[src/ec_hce_pkg.sv]
// Shared types, constants and helpers of the ACPI EC host command engine.
// Depends on nothing; every other file of the block refers to it by scoped names.
package ec_hce_pkg;

    // Request buffer depth in bytes, and size of the EC byte RAM
    localparam int REQ_BUF_DEPTH = 16;
    localparam int RAM_BYTES     = 256;
    localparam int RAM_AW        = (RAM_BYTES > 1) ? $clog2(RAM_BYTES) : 1;
    localparam int CNT_W         = 5;

    // ACPI EC command codes
    localparam logic [7:0] CODE_NONE  = 8'h00;
    localparam logic [7:0] CODE_READ  = 8'h80;
    localparam logic [7:0] CODE_WRITE = 8'h81;
    localparam logic [7:0] CODE_QUERY = 8'h84;

    // Configuration register indexes
    localparam int CFG_IDX_W = 8;
    localparam logic [CFG_IDX_W-1:0] CFG_IDX_ACPI_MODE = 8'd0;
    localparam logic [CFG_IDX_W-1:0] CFG_IDX_SCI_EN    = 8'd1;
    localparam int CFG_DATA_W = 8;

    typedef struct packed {
        logic       mode;
        logic [7:0] port_byte;
        logic       system_in_s0;
    } in_item_t;

    typedef struct packed {
        logic       response_valid;
        logic [7:0] response_byte;
        logic       sci_pulse;
        logic       overflow;
    } out_item_t;

    typedef struct packed {
        logic acpi_mode_on;
        logic sci_enable;
    } cfg_t;

    // One RAM access travelling behind an assembled request
    typedef struct packed {
        logic       rd;
        logic       wr;
        logic [7:0] addr;
        logic [7:0] wdata;
    } ram_req_t;

    // Request after assembly, waiting for its RAM access
    typedef struct packed {
        ram_req_t ram;
        logic     rsp_valid;
        logic     sci;
        logic     ovf;
    } stage_t;

    // Bytes after the command byte that complete a command
    function automatic logic [CNT_W-1:0] needed_bytes(input logic [7:0] code);
        logic [CNT_W-1:0] n;
        n = '0;
        if (code == CODE_READ) begin
            n = CNT_W'(1);
        end else if (code == CODE_WRITE) begin
            n = CNT_W'(2);
        end
        return n;
    endfunction

endpackage

[src/ec_hce_ram.sv]
// EC byte RAM: one synchronous port, registered read data, valid bits per entry.
// Depends on ec_hce_pkg for the RAM size and the access struct.
module ec_hce_ram (
    input  logic                 aclk,
    input  logic                 aresetn,
    input  logic                 en,
    input  ec_hce_pkg::ram_req_t req,
    output logic [7:0]           rdata
);

    logic [7:0]                      mem [ec_hce_pkg::RAM_BYTES];
    logic [ec_hce_pkg::RAM_BYTES-1:0] valid_reg;
    logic [7:0]                      rdata_reg;
    logic                            in_range;
    logic [ec_hce_pkg::RAM_AW-1:0]   idx;

    assign in_range = ({1'b0, req.addr} < 9'(ec_hce_pkg::RAM_BYTES));
    assign idx      = req.addr[ec_hce_pkg::RAM_AW-1:0];

    // Store write data; indexes beyond the RAM are ignored
    always_ff @(posedge aclk) begin
        if (en && req.wr && in_range) begin
            mem[idx] <= req.wdata;
        end
    end

    // Mark entries written since reset; an unmarked entry reads as zero
    always_ff @(posedge aclk) begin
        if (!aresetn) begin
            valid_reg <= '0;
        end else if (en && req.wr && in_range) begin
            valid_reg[idx] <= 1'b1;
        end
    end

    // Register read data; hold it while the result waits
    always_ff @(posedge aclk) begin
        if (en && req.rd) begin
            rdata_reg <= (in_range && valid_reg[idx]) ? mem[idx] : 8'h00;
        end
    end

    assign rdata = rdata_reg;

endmodule

[src/ec_hce_ctrl.sv]
// Request assembler: command state, byte count and held index, plus the stage
// register that carries each assembled request to the RAM. Depends on ec_hce_pkg.
module ec_hce_ctrl (
    input  logic                 aclk,
    input  logic                 aresetn,
    input  ec_hce_pkg::cfg_t     cfg,
    input  logic                 s_valid,
    output logic                 s_ready,
    input  ec_hce_pkg::in_item_t s_data,
    input  logic                 advance,
    output logic                 stg_valid,
    output ec_hce_pkg::stage_t   stg
);

    logic [7:0]                   act_reg, act_next, act1;
    logic [ec_hce_pkg::CNT_W-1:0] cnt_reg, cnt_next, cnt1;
    logic [7:0]                   held_reg, held_next, held1;
    logic                         stg_valid_reg;
    ec_hce_pkg::stage_t           stg_reg, stg_next;
    logic                         accept;
    logic                         ovf, pend, done;

    // Take a new request whenever the stage is empty or drains this cycle
    assign s_ready = !stg_valid_reg || advance;
    assign accept  = s_valid && s_ready;

    // Assemble the request against the current command state
    always_comb begin
        ovf  = !s_data.mode && (cnt_reg >= ec_hce_pkg::CNT_W'(ec_hce_pkg::REQ_BUF_DEPTH));
        act1 = act_reg;
        cnt1 = cnt_reg;
        held1 = held_reg;
        if (s_data.mode) begin
            act1 = s_data.port_byte;
            cnt1 = '0;
        end else begin
            if (cnt_reg == '0) begin
                act1 = s_data.port_byte;
            end
            if (cnt_reg == ec_hce_pkg::CNT_W'(1)) begin
                held1 = s_data.port_byte;
            end
        end

        pend = (act1 != ec_hce_pkg::CODE_NONE);
        done = pend && (ec_hce_pkg::needed_bytes(act1) == cnt1);

        stg_next.ram.rd    = !ovf && done && (act1 == ec_hce_pkg::CODE_READ);
        stg_next.ram.wr    = !ovf && done && (act1 == ec_hce_pkg::CODE_WRITE);
        stg_next.ram.addr  = held1;
        stg_next.ram.wdata = s_data.port_byte;
        stg_next.rsp_valid = !ovf && done &&
                             ((act1 == ec_hce_pkg::CODE_READ) ||
                              (act1 == ec_hce_pkg::CODE_QUERY));
        stg_next.sci       = !ovf && pend &&
                             ((act1 == ec_hce_pkg::CODE_READ) ||
                              (act1 == ec_hce_pkg::CODE_WRITE)) &&
                             cfg.sci_enable && cfg.acpi_mode_on && s_data.system_in_s0;
        stg_next.ovf       = ovf;

        // Dropped bytes leave the state untouched
        act_next  = act_reg;
        cnt_next  = cnt_reg;
        held_next = held_reg;
        if (accept && !ovf) begin
            act_next  = done ? ec_hce_pkg::CODE_NONE : act1;
            cnt_next  = cnt1 + ec_hce_pkg::CNT_W'(1);
            held_next = held1;
        end
    end

    // Hold command state
    always_ff @(posedge aclk) begin
        if (!aresetn) begin
            act_reg  <= ec_hce_pkg::CODE_NONE;
            cnt_reg  <= '0;
            held_reg <= 8'h00;
        end else begin
            act_reg  <= act_next;
            cnt_reg  <= cnt_next;
            held_reg <= held_next;
        end
    end

    // Advance the stage register
    always_ff @(posedge aclk) begin
        if (!aresetn) begin
            stg_valid_reg <= 1'b0;
        end else if (s_ready) begin
            stg_valid_reg <= s_valid;
        end
    end

    always_ff @(posedge aclk) begin
        if (accept) begin
            stg_reg <= stg_next;
        end
    end

    assign stg_valid = stg_valid_reg;
    assign stg       = stg_reg;

endmodule

[src/acpi_ec_host_command_engine_top.sv]
// Top level of the ACPI EC host command engine: configuration registers,
// result stage and wiring. Depends on ec_hce_pkg, ec_hce_ctrl and ec_hce_ram.
//
// Usage:
//   s_valid/s_ready/s_data carry host port bytes (command or data, with the
//   S0 flag). m_valid/m_ready/m_data return exactly one result per request:
//   response byte and its valid flag, SCI pulse flag and overflow flag.
//   cfg_valid/cfg_ready/cfg_index/cfg_data write register 0 (ACPI mode) or
//   1 (SCI enable); bit 0 of the data is kept, other indexes are ignored.
//   cfg_ready is always high; write only while no request is in flight.
// Path: an accepted request is registered in the assemble stage, then passes
//   the RAM access with registered read data into the result register on m_*.
// Throughput: one request per cycle while m_ready stays high, set by the
//   single RAM port, which does at most one read or one write per request.
// Reset: aresetn (synchronous, active low) clears command state, empties the
//   pipeline, sets both configuration bits and marks every RAM byte as zero
//   through per-entry valid bits, so no clearing pass is needed.
// Stall: while m_ready is low the result holds; one more request is taken
//   into the assemble stage, then s_ready drops until the result drains.
module acpi_ec_host_command_engine_top (
    input  logic                                aclk,
    input  logic                                aresetn,
    input  logic                                s_valid,
    output logic                                s_ready,
    input  ec_hce_pkg::in_item_t                s_data,
    output logic                                m_valid,
    input  logic                                m_ready,
    output ec_hce_pkg::out_item_t               m_data,
    input  logic                                cfg_valid,
    output logic                                cfg_ready,
    input  logic [ec_hce_pkg::CFG_IDX_W-1:0]    cfg_index,
    input  logic [ec_hce_pkg::CFG_DATA_W-1:0]   cfg_data
);

    ec_hce_pkg::cfg_t   cfg_reg;
    ec_hce_pkg::stage_t stg;
    logic               stg_valid;
    logic               advance;
    logic               res_valid_reg;
    logic               res_rsp_reg, res_rd_reg, res_sci_reg, res_ovf_reg;
    logic [7:0]         rdata;

    assign cfg_ready = 1'b1;

    // Hold configuration bits
    always_ff @(posedge aclk) begin
        if (!aresetn) begin
            cfg_reg.acpi_mode_on <= 1'b1;
            cfg_reg.sci_enable   <= 1'b1;
        end else if (cfg_valid) begin
            case (cfg_index)
                ec_hce_pkg::CFG_IDX_ACPI_MODE: cfg_reg.acpi_mode_on <= cfg_data[0];
                ec_hce_pkg::CFG_IDX_SCI_EN:    cfg_reg.sci_enable   <= cfg_data[0];
                default: ;
            endcase
        end
    end

    ec_hce_ctrl u_ctrl (
        .aclk      (aclk),
        .aresetn   (aresetn),
        .cfg       (cfg_reg),
        .s_valid   (s_valid),
        .s_ready   (s_ready),
        .s_data    (s_data),
        .advance   (advance),
        .stg_valid (stg_valid),
        .stg       (stg)
    );

    // Move the assembled request on when the result slot is free
    assign advance = stg_valid && (!res_valid_reg || m_ready);

    ec_hce_ram u_ram (
        .aclk    (aclk),
        .aresetn (aresetn),
        .en      (advance),
        .req     (stg.ram),
        .rdata   (rdata)
    );

    // Hold the result until the receiver takes it
    always_ff @(posedge aclk) begin
        if (!aresetn) begin
            res_valid_reg <= 1'b0;
        end else if (!res_valid_reg || m_ready) begin
            res_valid_reg <= stg_valid;
        end
    end

    always_ff @(posedge aclk) begin
        if (advance) begin
            res_rsp_reg <= stg.rsp_valid;
            res_rd_reg  <= stg.ram.rd;
            res_sci_reg <= stg.sci;
            res_ovf_reg <= stg.ovf;
        end
    end

    assign m_valid                = res_valid_reg;
    assign m_data.response_valid  = res_rsp_reg;
    assign m_data.response_byte   = res_rd_reg ? rdata : 8'h00;
    assign m_data.sci_pulse       = res_sci_reg;
    assign m_data.overflow        = res_ovf_reg;

endmodule
[config.mk]
export PLATFORM = sky130hd
export DESIGN_NAME = acpi_ec_host_command_engine_top
export DESIGN_NICKNAME = d
export VERILOG_FILES = /design/src/ec_hce_pkg.sv /design/src/ec_hce_ram.sv /design/src/ec_hce_ctrl.sv /design/src/acpi_ec_host_command_engine_top.sv
export SDC_FILE = /design/constraint.sdc
export NUM_CORES = 2
export LEC_CHECK = 0
export ABC_AREA = 1
export BUFFER_PORTS_ARGS = -buffer_cell sky130_fd_sc_hd__buf_2
export CORE_MARGIN = 2
export CORE_UTILIZATION = 50
export CTS_BUF_LIST = sky130_fd_sc_hd__clkbuf_8
export CTS_CLUSTER_SIZE = 40
export DETAILED_ROUTE_END_ITERATION = 7
export PLACE_DENSITY = 0.65
export SLEW_MARGIN = 30
export SYNTH_ARGS = -nofsm -noshare
export SYNTH_HDL_FRONTEND = slang
export SYNTH_SLANG_ARGS = --single-unit
[constraint.sdc]
create_clock -name aclk -period 10 [get_ports aclk]
set_clock_uncertainty 0.2 [all_clocks]
set_input_delay 2 -clock aclk [delete_from_list [all_inputs] [get_ports aclk]]
set_output_delay 2 -clock aclk [all_outputs]
set_load 0.005 [all_outputs]
# Word level (Yosys, flattened, before mapping)
# Memory sizes are Yosys's and may differ from the RTL's. A register that Yosys moved wholly into a read port is not among the register bits.
# Cells that the tools add are included.
# classes
eq_ne,6
addsub,1
muxes,15
magnitude_cmp,3
n_reduce_logical,31
n_bitwise,1
# op_table
operator,n
$or 256x256->256,1
$mux 8,6
$eq 8x8->1 const B,3
$logic_and 1x1->1,17
$mux 5,2
$lt 8x9->1 const B,1
$bmux 1 s8,1
$demux 1 s8,1
$eq 8x1->1 const B,1
$ge 8x1->1 const B,1
$logic_not 8->1,1
$reduce_bool 8->1,1
$add 5x1->5 const B,1
$eq 5x1->1 const B,1
$eq 5x5->1,1
$ge 5x5->1 const B,1
$logic_not 1->1,5
$logic_not 5->1,1
$logic_or 1x1->1,4
$mux 1,4
$reduce_and 2->1,2
$mux 2,1
# word_totals
output_inout_bits,14
wordCells,77
regBits,306
mem_bits_rw,2048
mem_count,1
# memory_table
name,depth,width,read_ports,rd_clocked_by_memory_dff,wr,line_no,text
u_ram.mem,256,8,1,1,1,ec_hce_ram.sv:11,logic [7:0] mem [ec_hce_pkg::RAM_BYTES];

# Logic depth before layout (Yosys ltp)
# logic_depth
depth_word,10
depth_mapped,18

# Hierarchy
# From an unflattened synthesis, not the netlist that was laid out.
# hier_totals
hier_cells,9676
area_unflattened_um2,97033.1
# by_module_without_submodules
module,cells_each,n_inst,area_each_um2,seq_area_each_um2
ec_hce_ram,9396,1,94653.3,66864.1
ec_hce_ctrl,221,1,1965.6,1071.0
acpi_ec_host_command_engine_top,59,1,414.1,180.2

# Worst setup path before layout
# Ideal clock, no wire load.
# synth_path
kind,input to output
startpoint,input m_ready
endpoint,output s_ready
slack_ns,5.651
cell_stages,2
t_arrival_ns,2.149
path_cell_list,inv_1 -> nand3_1
# synth_between
elab_chain_len,3
# synth_rtl
item,line_no,text
"start, declared",acpi_ec_host_command_engine_top.sv:27,"input logic m_ready,"
$logic_or 1x1->1,acpi_ec_host_command_engine_top.sv:72,assign advance = stg_valid && (!res_valid_reg || m_ready);
$logic_and 1x1->1,acpi_ec_host_command_engine_top.sv:72,
$logic_or 1x1->1,ec_hce_ctrl.sv:24,assign s_ready = !stg_valid_reg || advance;
"end, declared",acpi_ec_host_command_engine_top.sv:24,"output logic s_ready,"
# No other way between the ends.

# Final worst setup path
# layout_path
startpoint,"register u_ctrl.stg_reg, in the netlist u_ctrl.stg[12]"
endpoint,"register u_ram.rdata_reg[1] (netlist: u_ram.rdata[1]) (read register of u_ram.mem), data pin"
# layout_between
elab_chain_len,3
# layout_rtl
item,line_no,text
"start, declared",ec_hce_ctrl.sv:19,"ec_hce_pkg::stage_t stg_reg, stg_next;"
"start signal, assigned",ec_hce_ctrl.sv:96,stg_reg <= stg_next;
$bmux 1 s8,ec_hce_ram.sv:39,rdata_reg <= (in_range && valid_reg[idx]) ? mem[idx] : 8'h00;
$mux 1 (not written as such),ec_hce_ram.sv:39,
$logic_not 1->1 (no line),--,
"end, declared",ec_hce_ram.sv:13,logic [7:0] rdata_reg;
# Parallel ways exist; a longest one is shown, timed or not. The select of a mux whose other input is x is not followed.
# A chain may end at the register's enable or synchronous reset.

==> impl_metrics.tcl <==
set metrics [dict create \
    setup.worst_path.end_class "register" \
    ctsResizeCount 0 \
    clock-sinks 2362 \
    route.vias.total 60400 \
    clockRootBuffer "clkbuf_8" \
    ff2ff_path_depth 17 \
    drt-vias-per-instance 5.66 \
    drv_cap 0 \
    die-area_mm2 0.187 \
    die_x_um 432 \
    ios 45 \
    arrival_ns 5.69 \
    grt_usage_pct 26.9 \
    fmax_ghz 0.200 \
    grt_pass1_vias 57200 \
    holdWs_ns 0.219 \
    cts_buffer_depth 4 \
    grt_overflow 0 \
    synth_area_per_cell_um2 11.6 \
    drt-initial-drc-count 7257 \
    initial_utilization_pct 50.2 \
    gp_routability_congestion 0.856 \
    grt_pass1_wl_mm 371 \
    cts_tree "done" \
    final_common_cell "nand2_1" \
    hold_path.class "register to register" \
    dpl.hpwl_mm 137 \
    wire_per_inst_um 23.8 \
    final.setup.tns_ns 0 \
    wirelength_met1_mm 102 \
    final_cell_mix "nand2_1, edfxtp_1, nor2_1" \
    drv_slew 0 \
    ys_seq_area_share_pct 74.4 \
    netlist_area_mm2 0.0916 \
    drc_errors 3 \
    placedCellCount 9984 \
    cts_max_level 5 \
    yosysTopAreaCell "edfxtp_1" \
    final.min_clock_period_ns 4.99 \
    met2_wirelength_mm 116 \
    fin_crit_sh_pct 49.9 \
    worstHoldPathCells 0 \
    rows 157 \
    slew_headroom_pct 32.3 \
    synthDistinctLibCells 35 \
    top_layer_used "met5" \
    crit_fanout 122 \
    clk_latency_ns 1.07 \
    synthCells 7882 \
    fill_cells 15200 \
    wirelength_mm 254 \
    power_leakage_nw 35.9 \
    stdcell_count 10700 \
    antenna_found_initial 7 \
    antenna_left 0 \
    die_h_um 432 \
    finalSetupViolations 0 \
    final_layout_size_suffix_gt1_share_pct 7.93 \
    outcome "finished with violations" \
    synth_area_leaders "edfxtp_1, nand2_1, dfxtp_1" \
    largest_reg_flops 2048 \
    crit_required_ns 10.70 \
    grt_max_degree 192 \
    powerDensity_mw_per_mm2 201 \
    hold_viol 0 \
    crit_path_start_kind "register" \
    final_util_pct 55.3 \
    cts.clk_slew.worst_paths_ns 0.06 \
    ys_ff_latch 2362 \
    syn_nets 7914 \
    area_delta_synth_final_pct 10.2 \
    postCtsHoldBufs 0 \
    drt_pass1_iterations 8 \
    met3_length_mm 26.4 \
    core_mm2 0.182 \
    port_buffers 36 \
    violations "DRC" \
    cts_buffers 382 \
    rsz0062_at_grt "false" \
    path_class "register to register" \
    ys_warn_count 0 \
    post_cts_buffers 0 \
    synth_top_area_share_pct 68.2 \
    worst_slew_pin_slew_ns 1.01 \
    vdd_drop_max_uv 181 \
    final_net_count 8018 \
]
==> cells by family after synthesis <==
family | Yosys count | synth area share, %
and+or+nand+nor | 4628 | 20.3
adders and majority gates | 1 | 0.0137
other | 1 | 0.00410
AOI/OAI and AO/OA | 369 | 2.54
buffers and inverters | 521 | 2.71
DFF | 2362 | 74.4
==> Yosys cell counts (all sizes together) <==
cell and instances:
a31oi 1, clkinv 2, edfxtp 2081, or2 1, nand2 3073, dfxtp 281, conb 1, nand3 58
a22oi 178, o31ai 3, nor2 1050, inv 111, a211oi 9, nor4 1, ha 1, o21ai 110
nor3 2, buf 279, o311ai 1, a21oi 67, clkbuf 129, nand4 438, nand3b 5
==> final timing paths <==
kind              slack [ns]              to      startpoint
hold / removal          0.22     res_sci_reg   u_ctrl.stg[1]
setup reg to reg        5.01  u_ram.rdata[1]  u_ctrl.stg[12]
hold reg to reg         0.22     res_sci_reg   u_ctrl.stg[1]
setup / recovery        5.01  u_ram.rdata[1]  u_ctrl.stg[12]
==> where the power goes <==
part	leakage, nW	internal, W	switching, W
clock	4.25	0.00414	0.00375
sequential	21.0	0.0107	0.0000152
combinational	10.7	0.000344	0.00128
==> stage by stage <==
step / total power [W] / area, µm² / worst slack (ns)
2_1_floorplan: 0.0119 / 91600 / 5.65
3_3_place_gp: 0.0125 / 93600 / 4.35
3_5_place_dp: 0.0126 / 93600 / 4.26
4_1_cts: 0.0203 / 101000 / 5.18
5_1_grt: 0.0208 / 101000 / 4.96
6_report: 0.0203 / 101000 / 5.01
==> worst max-delay path, cell delays in order (launching register included) <==
cell and delay [ns]:
edfxtp_1 0.37, buf_12 0.42, inv_6 0.34, nor2_4 0.22, buf_4 0.74, buf_12 0.47, nand2_1 0.11, nand4_1 0.12
nand2_1 0.07, nand2_1 0.15, nor2_1 0.06, nor2_1 0.34, nor2_1 0.14, nand2_1 0.12, nand2_1 0.16, nand2_1 0.15
nor2_4 0.07, nor2_1 0.22
==> metal layers <==
| metal | track usage, % | vias to the layer above |
|---|---|---|
| met5 | 0 | - |
| met3 | 5.77 | 553 |
| met2 | 41.2 | 3051 |
| met1 | 37.6 | 29400 |
| li1 | - | 27300 |
| met4 | 10.7 | 4 |
==> final cells by class <==
cell class	count	area, µm²	area share, %
Antenna cell	2	5.00	0.00496
Clock buffer	432	5950	5.89
Clock inverter	255	1250	1.24
Inverter	113	473	0.469
Multi-Input combinational cell	4999	21000	20.8
Sequential cell	2362	68100	67.5
Tap cell	2385	2980	2.96
Timing Repair Buffer	128	1150	1.14
(Power assumes the default switching activity.)
